File: src/design/assert_macros.svh
// Assertion macros for the top level of the program sequence initializer.
// Depends on nothing; assertions drop out when SYNTHESIS is defined.
`ifndef ASSERT_MACROS_SVH
`define ASSERT_MACROS_SVH

`ifndef SYNTHESIS

`define ASSERT_CLK(lbl, clk, rstn, prop) \
    lbl: assert property (@(posedge clk) disable iff (!(rstn)) (prop)) \
        else $error("assertion failed");

`define ASSERT_NEXT(lbl, clk, rstn, ante, cons) \
    lbl: assert property (@(posedge clk) disable iff (!(rstn)) (ante) |=> (cons)) \
        else $error("assertion failed");

`else

`define ASSERT_CLK(lbl, clk, rstn, prop)

`define ASSERT_NEXT(lbl, clk, rstn, ante, cons)

`endif

`endif

File: src/design/psis_pkg.sv
// Constants and types for the program sequence initializer.
// Used by psis_mod and program_sequence_init_shuffle; depends on nothing.
package psis_pkg;

    localparam int WORD_W = 32;
    localparam int SEED_W = 64;
    localparam int SLOT_W = 4;
    localparam int DIV_W  = 5;
    localparam int CHUNK_W = 8;

    localparam logic [WORD_W-1:0] FNV_BASIS = 32'h811c9dc5;
    localparam logic [WORD_W-1:0] FNV_PRIME = 32'h01000193;
    localparam logic [WORD_W-1:0] MWC_Z_MUL = 32'd36969;
    localparam logic [WORD_W-1:0] MWC_W_MUL = 32'd18000;
    localparam logic [WORD_W-1:0] LCG_MUL   = 32'd69069;
    localparam logic [WORD_W-1:0] LCG_INC   = 32'd1234567;

    typedef struct packed {
        logic              start;
        logic [WORD_W-1:0] dividend;
        logic [DIV_W-1:0]  divisor;
    } mod_req_t;

    typedef struct packed {
        logic              done;
        logic [SLOT_W-1:0] rem;
    } mod_rsp_t;

endpackage

File: src/design/psis_mod.sv
// Iterative remainder unit: 32-bit word modulo a small divisor, one byte per cycle.
// Depends on psis_pkg.
module psis_mod (
    input  logic               aclk,
    input  logic               aresetn,
    input  psis_pkg::mod_req_t req,
    output psis_pkg::mod_rsp_t rsp
);

    localparam int NCHUNK = psis_pkg::WORD_W / psis_pkg::CHUNK_W;

    logic                          busy_reg;
    logic                          done_reg;
    logic [$clog2(NCHUNK)-1:0]     cnt_reg;
    logic [psis_pkg::WORD_W-1:0]   num_reg;
    logic [psis_pkg::DIV_W-1:0]    div_reg;
    logic [psis_pkg::DIV_W-1:0]    rem_reg;
    logic [psis_pkg::DIV_W-1:0]    rem_next;

    always_comb begin
        logic [psis_pkg::DIV_W-1:0]   r;
        logic [psis_pkg::CHUNK_W-1:0] chunk;
        r     = rem_reg;
        chunk = num_reg[psis_pkg::WORD_W-1 -: psis_pkg::CHUNK_W];
        for (int b = psis_pkg::CHUNK_W - 1; b >= 0; b--) begin
            r = {r[psis_pkg::DIV_W-2:0], chunk[b]};
            if (r >= div_reg) begin
                r = r - div_reg;
            end
        end
        rem_next = r;
    end

    always_ff @(posedge aclk) begin
        if (!aresetn) begin
            busy_reg <= 1'b0;
            done_reg <= 1'b0;
            cnt_reg  <= '0;
        end else begin
            done_reg <= 1'b0;
            if (req.start) begin
                busy_reg <= 1'b1;
                cnt_reg  <= '0;
                num_reg  <= req.dividend;
                div_reg  <= req.divisor;
                rem_reg  <= '0;
            end else if (busy_reg) begin
                rem_reg <= rem_next;
                num_reg <= num_reg << psis_pkg::CHUNK_W;
                cnt_reg <= cnt_reg + 1'b1;
                if (cnt_reg == $clog2(NCHUNK)'(NCHUNK - 1)) begin
                    busy_reg <= 1'b0;
                    done_reg <= 1'b1;
                end
            end
        end
    end

    assign rsp.done = done_reg;
    assign rsp.rem  = rem_reg[psis_pkg::SLOT_W-1:0];

endmodule

File: src/design/program_sequence_init_shuffle.sv
// Top level: seeds KISS99 from a 64-bit seed, shuffles the slot memory, streams it out.
// Depends on psis_pkg, psis_mod and assert_macros.svh.
//
//  channel | direction | handshake         | payload
//  s_      | in        | s_valid / s_ready | s_program_seed
//  m_      | out       | m_valid / m_ready | m_slot_position .. m_rng_jcong
//
// One seed at a time: seeding, filling all NUM_SLOTS slots, then NUM_SLOTS-1 draws, each
// paced by the byte-serial remainder unit and the single memory port, then one memory
// read per result; the next request is taken once the last result has been loaded.
// Reset clears the sequencer and the result valid; nothing carries between seeds.
// A stalled result holds; the next seed is taken while the last result waits.
`include "assert_macros.svh"

module program_sequence_init_shuffle #(
    parameter int NUM_SLOTS = 16
) (
    input  logic                          aclk,
    input  logic                          aresetn,
    input  logic                          s_valid,
    output logic                          s_ready,
    input  logic [psis_pkg::SEED_W-1:0]   s_program_seed,
    output logic                          m_valid,
    input  logic                          m_ready,
    output logic [psis_pkg::SLOT_W-1:0]   m_slot_position,
    output logic [psis_pkg::SLOT_W-1:0]   m_slot_destination,
    output logic                          m_last_slot,
    output logic [psis_pkg::WORD_W-1:0]   m_rng_z,
    output logic [psis_pkg::WORD_W-1:0]   m_rng_w,
    output logic [psis_pkg::WORD_W-1:0]   m_rng_jsr,
    output logic [psis_pkg::WORD_W-1:0]   m_rng_jcong
);

    localparam int AW = $clog2(NUM_SLOTS);
    localparam logic [AW-1:0] LAST = AW'(NUM_SLOTS - 1);
    localparam logic [psis_pkg::SLOT_W-1:0] LAST_POS = psis_pkg::SLOT_W'(NUM_SLOTS - 1);

    typedef enum logic [3:0] {
        ST_IDLE, ST_SEED, ST_FILL, ST_DRAW, ST_MIX,
        ST_MOD, ST_WRI, ST_WRJ, ST_OUT_RD, ST_OUT_LD
    } state_t;

    state_t                         state_reg;
    logic [1:0]                     step_reg;
    logic [AW-1:0]                  k_reg;
    logic [AW-1:0]                  idx_reg;
    logic [AW-1:0]                  j_reg;
    logic [psis_pkg::SEED_W-1:0]    seed_reg;
    logic [psis_pkg::WORD_W-1:0]    h_reg;
    logic [psis_pkg::WORD_W-1:0]    z_reg, w_reg, jsr_reg, jc_reg;
    logic [psis_pkg::SLOT_W-1:0]    val_i_reg;
    logic [psis_pkg::SLOT_W-1:0]    rd_data_reg;

    logic                           m_valid_reg;
    logic [psis_pkg::SLOT_W-1:0]    pos_reg, dest_reg;
    logic                           last_reg;
    logic [psis_pkg::WORD_W-1:0]    oz_reg, ow_reg, ojsr_reg, ojc_reg;

    logic [psis_pkg::SLOT_W-1:0]    seq_mem [NUM_SLOTS];
    logic                           mem_we, mem_re;
    logic [AW-1:0]                  mem_wa, mem_ra;
    logic [psis_pkg::SLOT_W-1:0]    mem_wd;

    logic [psis_pkg::WORD_W-1:0]    fnv_h;
    logic [psis_pkg::WORD_W-1:0]    z_next, w_next, jsr_next, jc_next;
    logic [psis_pkg::WORD_W-1:0]    jsr_a, jsr_b, draw_word;

    psis_pkg::mod_req_t             mod_req;
    psis_pkg::mod_rsp_t             mod_rsp;

    psis_mod u_mod (
        .aclk    (aclk),
        .aresetn (aresetn),
        .req     (mod_req),
        .rsp     (mod_rsp)
    );

    // FNV-1a fold: basis on the first step, low and high words alternate
    always_comb begin
        logic [psis_pkg::WORD_W-1:0] h_in;
        logic [psis_pkg::WORD_W-1:0] d_in;
        h_in  = (step_reg == 2'd0) ? psis_pkg::FNV_BASIS : h_reg;
        d_in  = step_reg[0] ? seed_reg[63:32] : seed_reg[31:0];
        fnv_h = (h_in ^ d_in) * psis_pkg::FNV_PRIME;
    end

    // KISS99 word update
    assign z_next   = (psis_pkg::MWC_Z_MUL * {16'd0, z_reg[15:0]}) + {16'd0, z_reg[31:16]};
    assign w_next   = (psis_pkg::MWC_W_MUL * {16'd0, w_reg[15:0]}) + {16'd0, w_reg[31:16]};
    assign jsr_a    = jsr_reg ^ (jsr_reg << 17);
    assign jsr_b    = jsr_a ^ (jsr_a >> 13);
    assign jsr_next = jsr_b ^ (jsr_b << 5);
    assign jc_next  = (psis_pkg::LCG_MUL * jc_reg) + psis_pkg::LCG_INC;

    // draw output from the updated words
    assign draw_word = (({z_reg[15:0], 16'd0} + w_reg) ^ jc_reg) + jsr_reg;

    always_comb begin
        mod_req.start    = (state_reg == ST_MIX);
        mod_req.dividend = draw_word;
        mod_req.divisor  = psis_pkg::DIV_W'(idx_reg) + 1'b1;
    end

    always_comb begin
        mem_we = 1'b0;
        mem_wa = '0;
        mem_wd = '0;
        mem_re = 1'b0;
        mem_ra = '0;
        unique case (state_reg)
            ST_FILL: begin
                mem_we = 1'b1;
                mem_wa = k_reg;
                mem_wd = psis_pkg::SLOT_W'(k_reg);
            end
            ST_DRAW: begin
                mem_re = 1'b1;
                mem_ra = idx_reg;
            end
            ST_MOD: begin
                mem_re = mod_rsp.done;
                mem_ra = mod_rsp.rem[AW-1:0];
            end
            ST_WRI: begin
                mem_we = 1'b1;
                mem_wa = idx_reg;
                mem_wd = rd_data_reg;
            end
            ST_WRJ: begin
                mem_we = 1'b1;
                mem_wa = j_reg;
                mem_wd = val_i_reg;
            end
            ST_OUT_RD: begin
                mem_re = 1'b1;
                mem_ra = k_reg;
            end
            default: begin
            end
        endcase
    end

    always_ff @(posedge aclk) begin
        if (mem_we) begin
            seq_mem[mem_wa] <= mem_wd;
        end
        if (mem_re) begin
            rd_data_reg <= seq_mem[mem_ra];
        end
    end

    always_ff @(posedge aclk) begin
        if (!aresetn) begin
            state_reg   <= ST_IDLE;
            m_valid_reg <= 1'b0;
            idx_reg     <= '0;
        end else begin
            if (m_valid_reg && m_ready && (state_reg != ST_OUT_LD)) begin
                m_valid_reg <= 1'b0;
            end
            unique case (state_reg)
                ST_IDLE: begin
                    if (s_valid) begin
                        seed_reg  <= s_program_seed;
                        step_reg  <= 2'd0;
                        state_reg <= ST_SEED;
                    end
                end
                ST_SEED: begin
                    h_reg <= fnv_h;
                    case (step_reg)
                        2'd0: z_reg   <= fnv_h;
                        2'd1: w_reg   <= fnv_h;
                        2'd2: jsr_reg <= fnv_h;
                        2'd3: jc_reg  <= fnv_h;
                        default: z_reg <= fnv_h;
                    endcase
                    step_reg <= step_reg + 2'd1;
                    if (step_reg == 2'd3) begin
                        k_reg     <= '0;
                        state_reg <= ST_FILL;
                    end
                end
                ST_FILL: begin
                    if (k_reg == LAST) begin
                        idx_reg   <= LAST;
                        state_reg <= ST_DRAW;
                    end else begin
                        k_reg <= k_reg + 1'b1;
                    end
                end
                ST_DRAW: begin
                    z_reg     <= z_next;
                    w_reg     <= w_next;
                    jsr_reg   <= jsr_next;
                    jc_reg    <= jc_next;
                    state_reg <= ST_MIX;
                end
                ST_MIX: begin
                    val_i_reg <= rd_data_reg;
                    state_reg <= ST_MOD;
                end
                ST_MOD: begin
                    if (mod_rsp.done) begin
                        j_reg     <= mod_rsp.rem[AW-1:0];
                        state_reg <= ST_WRI;
                    end
                end
                ST_WRI: begin
                    state_reg <= ST_WRJ;
                end
                ST_WRJ: begin
                    if (idx_reg == AW'(1)) begin
                        idx_reg   <= '0;
                        k_reg     <= '0;
                        state_reg <= ST_OUT_RD;
                    end else begin
                        idx_reg   <= idx_reg - 1'b1;
                        state_reg <= ST_DRAW;
                    end
                end
                ST_OUT_RD: begin
                    state_reg <= ST_OUT_LD;
                end
                ST_OUT_LD: begin
                    if (!m_valid_reg || m_ready) begin
                        m_valid_reg <= 1'b1;
                        pos_reg     <= psis_pkg::SLOT_W'(k_reg);
                        dest_reg    <= rd_data_reg;
                        last_reg    <= (k_reg == LAST);
                        oz_reg      <= z_reg;
                        ow_reg      <= w_reg;
                        ojsr_reg    <= jsr_reg;
                        ojc_reg     <= jc_reg;
                        if (k_reg == LAST) begin
                            state_reg <= ST_IDLE;
                        end else begin
                            k_reg     <= k_reg + 1'b1;
                            state_reg <= ST_OUT_RD;
                        end
                    end
                end
                default: begin
                    state_reg <= ST_IDLE;
                end
            endcase
        end
    end

    assign s_ready            = (state_reg == ST_IDLE);
    assign m_valid            = m_valid_reg;
    assign m_slot_position    = pos_reg;
    assign m_slot_destination = dest_reg;
    assign m_last_slot        = last_reg;
    assign m_rng_z            = oz_reg;
    assign m_rng_w            = ow_reg;
    assign m_rng_jsr          = ojsr_reg;
    assign m_rng_jcong        = ojc_reg;

    `ASSERT_CLK(a_done_in_mod, aclk, aresetn, !mod_rsp.done || (state_reg == ST_MOD))
    `ASSERT_CLK(a_idx_range, aclk, aresetn, idx_reg <= LAST)
    `ASSERT_CLK(a_last_pos, aclk, aresetn, !(m_valid && m_last_slot) || (m_slot_position == LAST_POS))
    `ASSERT_NEXT(a_accept_seeds, aclk, aresetn, s_valid && s_ready, state_reg == ST_SEED)

endmodule

File: config.mk
export PLATFORM = sky130hd
export DESIGN_NAME = program_sequence_init_shuffle
export DESIGN_NICKNAME = d
export VERILOG_FILES = /design/src/design/psis_pkg.sv /design/src/design/psis_mod.sv /design/src/design/program_sequence_init_shuffle.sv
export VERILOG_INCLUDE_DIRS = /design/src /design/src/design
export SDC_FILE = /design/constraint.sdc
export NUM_CORES = 2
export LEC_CHECK = 0
export ABC_AREA = 1
export BUFFER_PORTS_ARGS = -buffer_cell sky130_fd_sc_hd__buf_2
export CORE_MARGIN = 4
export CORE_UTILIZATION = 25
export CTS_CLUSTER_DIAMETER = 60
export CTS_CLUSTER_SIZE = 28
export DETAILED_ROUTE_END_ITERATION = 12
export PLACE_DENSITY_LB_ADDON = 0.2
export SETUP_SLACK_MARGIN = 0.1
export SLEW_MARGIN = 20
export SYNTH_ARGS = -nofsm -noshare
export SYNTH_HDL_FRONTEND = slang
export SYNTH_SLANG_ARGS = --single-unit
File: constraint.sdc
create_clock -name aclk -period 18.5 [get_ports aclk]
set_input_delay 0.925 -clock aclk [delete_from_list [all_inputs] [get_ports aclk]]
set_output_delay 0.925 -clock aclk [all_outputs]
set_load 0.01 [all_outputs]
==> out/results.tsv <==
metric	value	unit
finClkSkew	0.04312	ns
die_y	435.0	um
finalSetupViolCount	0	
cp_max_fo	14	
ys_types	63	
yosysTopAreaCell	edfxtp_1	
track_usage	16.08	%
synth_top_area_share	31.88	%
timing.final.hold_violations	0	
status	finished clean	
arrival	12.98	ns
hold_buffers	0	
critical-path-max-stage-delay	0.61	ns
maxSlewViolCount	0	
synth_compound_area_share	8.307	%
nFillCells	19293	
crit_required	18.95	ns
die_w	435.0	um
cts_buffer_depth	3	
wire_per_inst	20.29	um
drc_errors	0	
vias	33517	
nets	6193	
netlist_top_cells_area	edfxtp_1 32%, ha_1 19%, fa_1 14%	
dieArea	189300	sq um
cts_buffers	66	
synthesis.area	45590	sq um
max_freq	79.82	MHz
design_area	52110	sq um
cap_violations	0	
detail_route.iter0.violations	2139	
clk-insertion-delay-late	0.70	ns
crit_path_end_kind	flip-flop	
grt_pass1_vias	34635	
ys.flop_type	edfxtp_1	
synth_fp_nets	5928	
drive_above_1_share	8.474	%
hp-class	input port to flip-flop	
critPathLaunchType	flip-flop	
slew_headroom	23.04	%
ios	207	
gp_congestion	0.8989	
fin_setup_tns	0	ns
grt_start_max_net_pins	129	
drt_first_pass_iters	5	
globalRoute.totalOverflow	0	
grt_pass1_wl	228000	um
post-route-min-period	12.53	ns
synth_top_family_by_area	adder cells	
cts_setup_buffers	0	
ff2ff_path_depth	61	
yosys_warnings	0	
final_core_util	28.77	%
cts_tree	done	
vias_per_cell	4.451	
synthMuxAreaShare	0.02196	%
crit_slowest_cell	inv_1	
synth-simple-area-share	12.63	%
cts_root_buf	clkbuf_16	
worstMarginPinSlew	1.144	ns
crit_type	flip-flop to flip-flop	
cts_resized	0	
path_clk_slew	0.06	ns
synth_area_per_cell	9.420	sq um
syn_inst	4840	
coreArea	181100	sq um
area_growth	14.29	%
routed_wl	152800	um
drtAntennaViolNets	0	
h-tree-depth	3	
synth_edf_count	484	
ys_ff_latch	497	
dp_hpwl	122800	um
yosysSeqAreaShare	32.45	%
port_buffers	206	
hold_depth	1	
rsz0062_at_grt	false	
dpl_cell_area	49800	sq um
row_count	156	
async_flop_share	0	%
antenna_found_initial	7	
start_util	25.17	%
synth_adder_area_share	33.34	%
cts.sinks	497	
period_share	67.72	%
synth_xor_area_share	4.545	%
[synthesized netlist by cell type, types with 14 or more instances]
master / n
a21o_1: 24
a21oi_1: 210
a31oi_1: 29
clkbuf_1: 30
edfxtp_1: 484
fa_1: 325
ha_1: 695
inv_1: 994
nand2_1: 786
nand3_1: 150
nand4_1: 36
nor2_1: 282
nor3_1: 38
o211ai_1: 14
o21a_1: 27
o21ai_0: 272
o21bai_1: 23
or2_2: 17
xnor2_1: 123
xor2_1: 111
[per-layer routing]
layer | share of wire [%] | track usage (%) | vias up
met5 | 0 | 0 | -
met4 | 3.5 | 5.415 | 0
met3 | 3.4 | 1.941 | 171
met2 | 50 | 28.59 | 600
met1 | 43 | 20.13 | 16298
li1 | - | - | 16448
[worst max-delay path: cells and delay by family (launching register included)]
| kind | cells | cell delay (ns) |
|---|---|---|
| buffers and inverters | 9 | 1.44 |
| flip-flops | 1 | 0.46 |
| AND/OR/NAND/NOR | 17 | 1.82 |
| adder cells (fa/ha/maj) | 8 | 2.54 |
| AO/OA/AOI/OAI | 27 | 6.02 |
[cell usage in the layout, fill, tap and decap left out, types with 8 or more instances in the layout]
cell type   instances
inv_1             994
nand2_1           786
ha_1              695
edfxtp_1          484
fa_1              325
nor2_1            276
o21ai_0           271
a21oi_1           207
buf_2             206
nand3_1           150
xnor2_1           123
xor2_1            111
clkbuf_16          66
nor3_1             37
nand4_1            36
buf_4              33
a31oi_1            29
o21a_1             27
a21o_1             24
o21bai_1           23
or2_2              17
o211ai_1           14
a221oi_1           13
dfxtp_1            13
nand2_2            12
nor2_2             11
clkinvlp_4         11
inv_8              11
nor4_1             10
nand3b_1           10
inv_6              10
nor2_4              8
[cell families (layout without fill, tap and decap cells)]
logic type                 after synthesis  after routing
and+or+nand+nor                       1374           1374
buffers and inverters                 1049           1366
adders and majority gates             1020           1020
AOI/OAI and AO/OA                      664            664
DFF                                    497            497
xor gates and xnor gates               235            235
muxes                                    1              1
other                                    0              4
[per-stage QoR]
step,setup WS (ns),hold slack (ns),instances
2_1_floorplan,7.319,0.4264,4840
3_3_place_gp,6.182,0.4743,7404
3_5_place_dp,6.011,0.4712,7406
4_1_cts,5.978,0.3556,7526
5_1_grt,4.552,0.3837,7527
6_report,5.971,0.4304,7531
[path summary, 6_finish.rpt]
check                                           startpoint                             end  slack, ns
worst max register to register  u_mod.div_reg[1]$_DFFE_PP_  u_mod.rem_reg[3]$_SDFFCE_PP0P_       5.97
worst max-delay path            u_mod.div_reg[1]$_DFFE_PP_  u_mod.rem_reg[3]$_SDFFCE_PP0P_       5.97
worst min-delay path                     s_program_seed[3]           seed_reg[3]$_DFFE_PP_       0.43
worst min register to register         z_reg[24]$_DFFE_PP_           m_rng_z[24]$_DFFE_PP_       0.47
[layout make-up]
type	instances	area, sq um	share of cell area [%]
multi-input combinational	3294	26910	51.64
sequential	497	14790	28.39
inverter	1003	3771	7.237
tap	2370	2965	5.691
clock buffer	67	1655	3.177
timing repair buffer	243	1374	2.637
clock inverter	53	626.9	1.203
antenna	4	10.01	0.01921
Power is not shown: default switching activity piles up to over one toggle a cycle in this logic, so the estimate is an artifact.
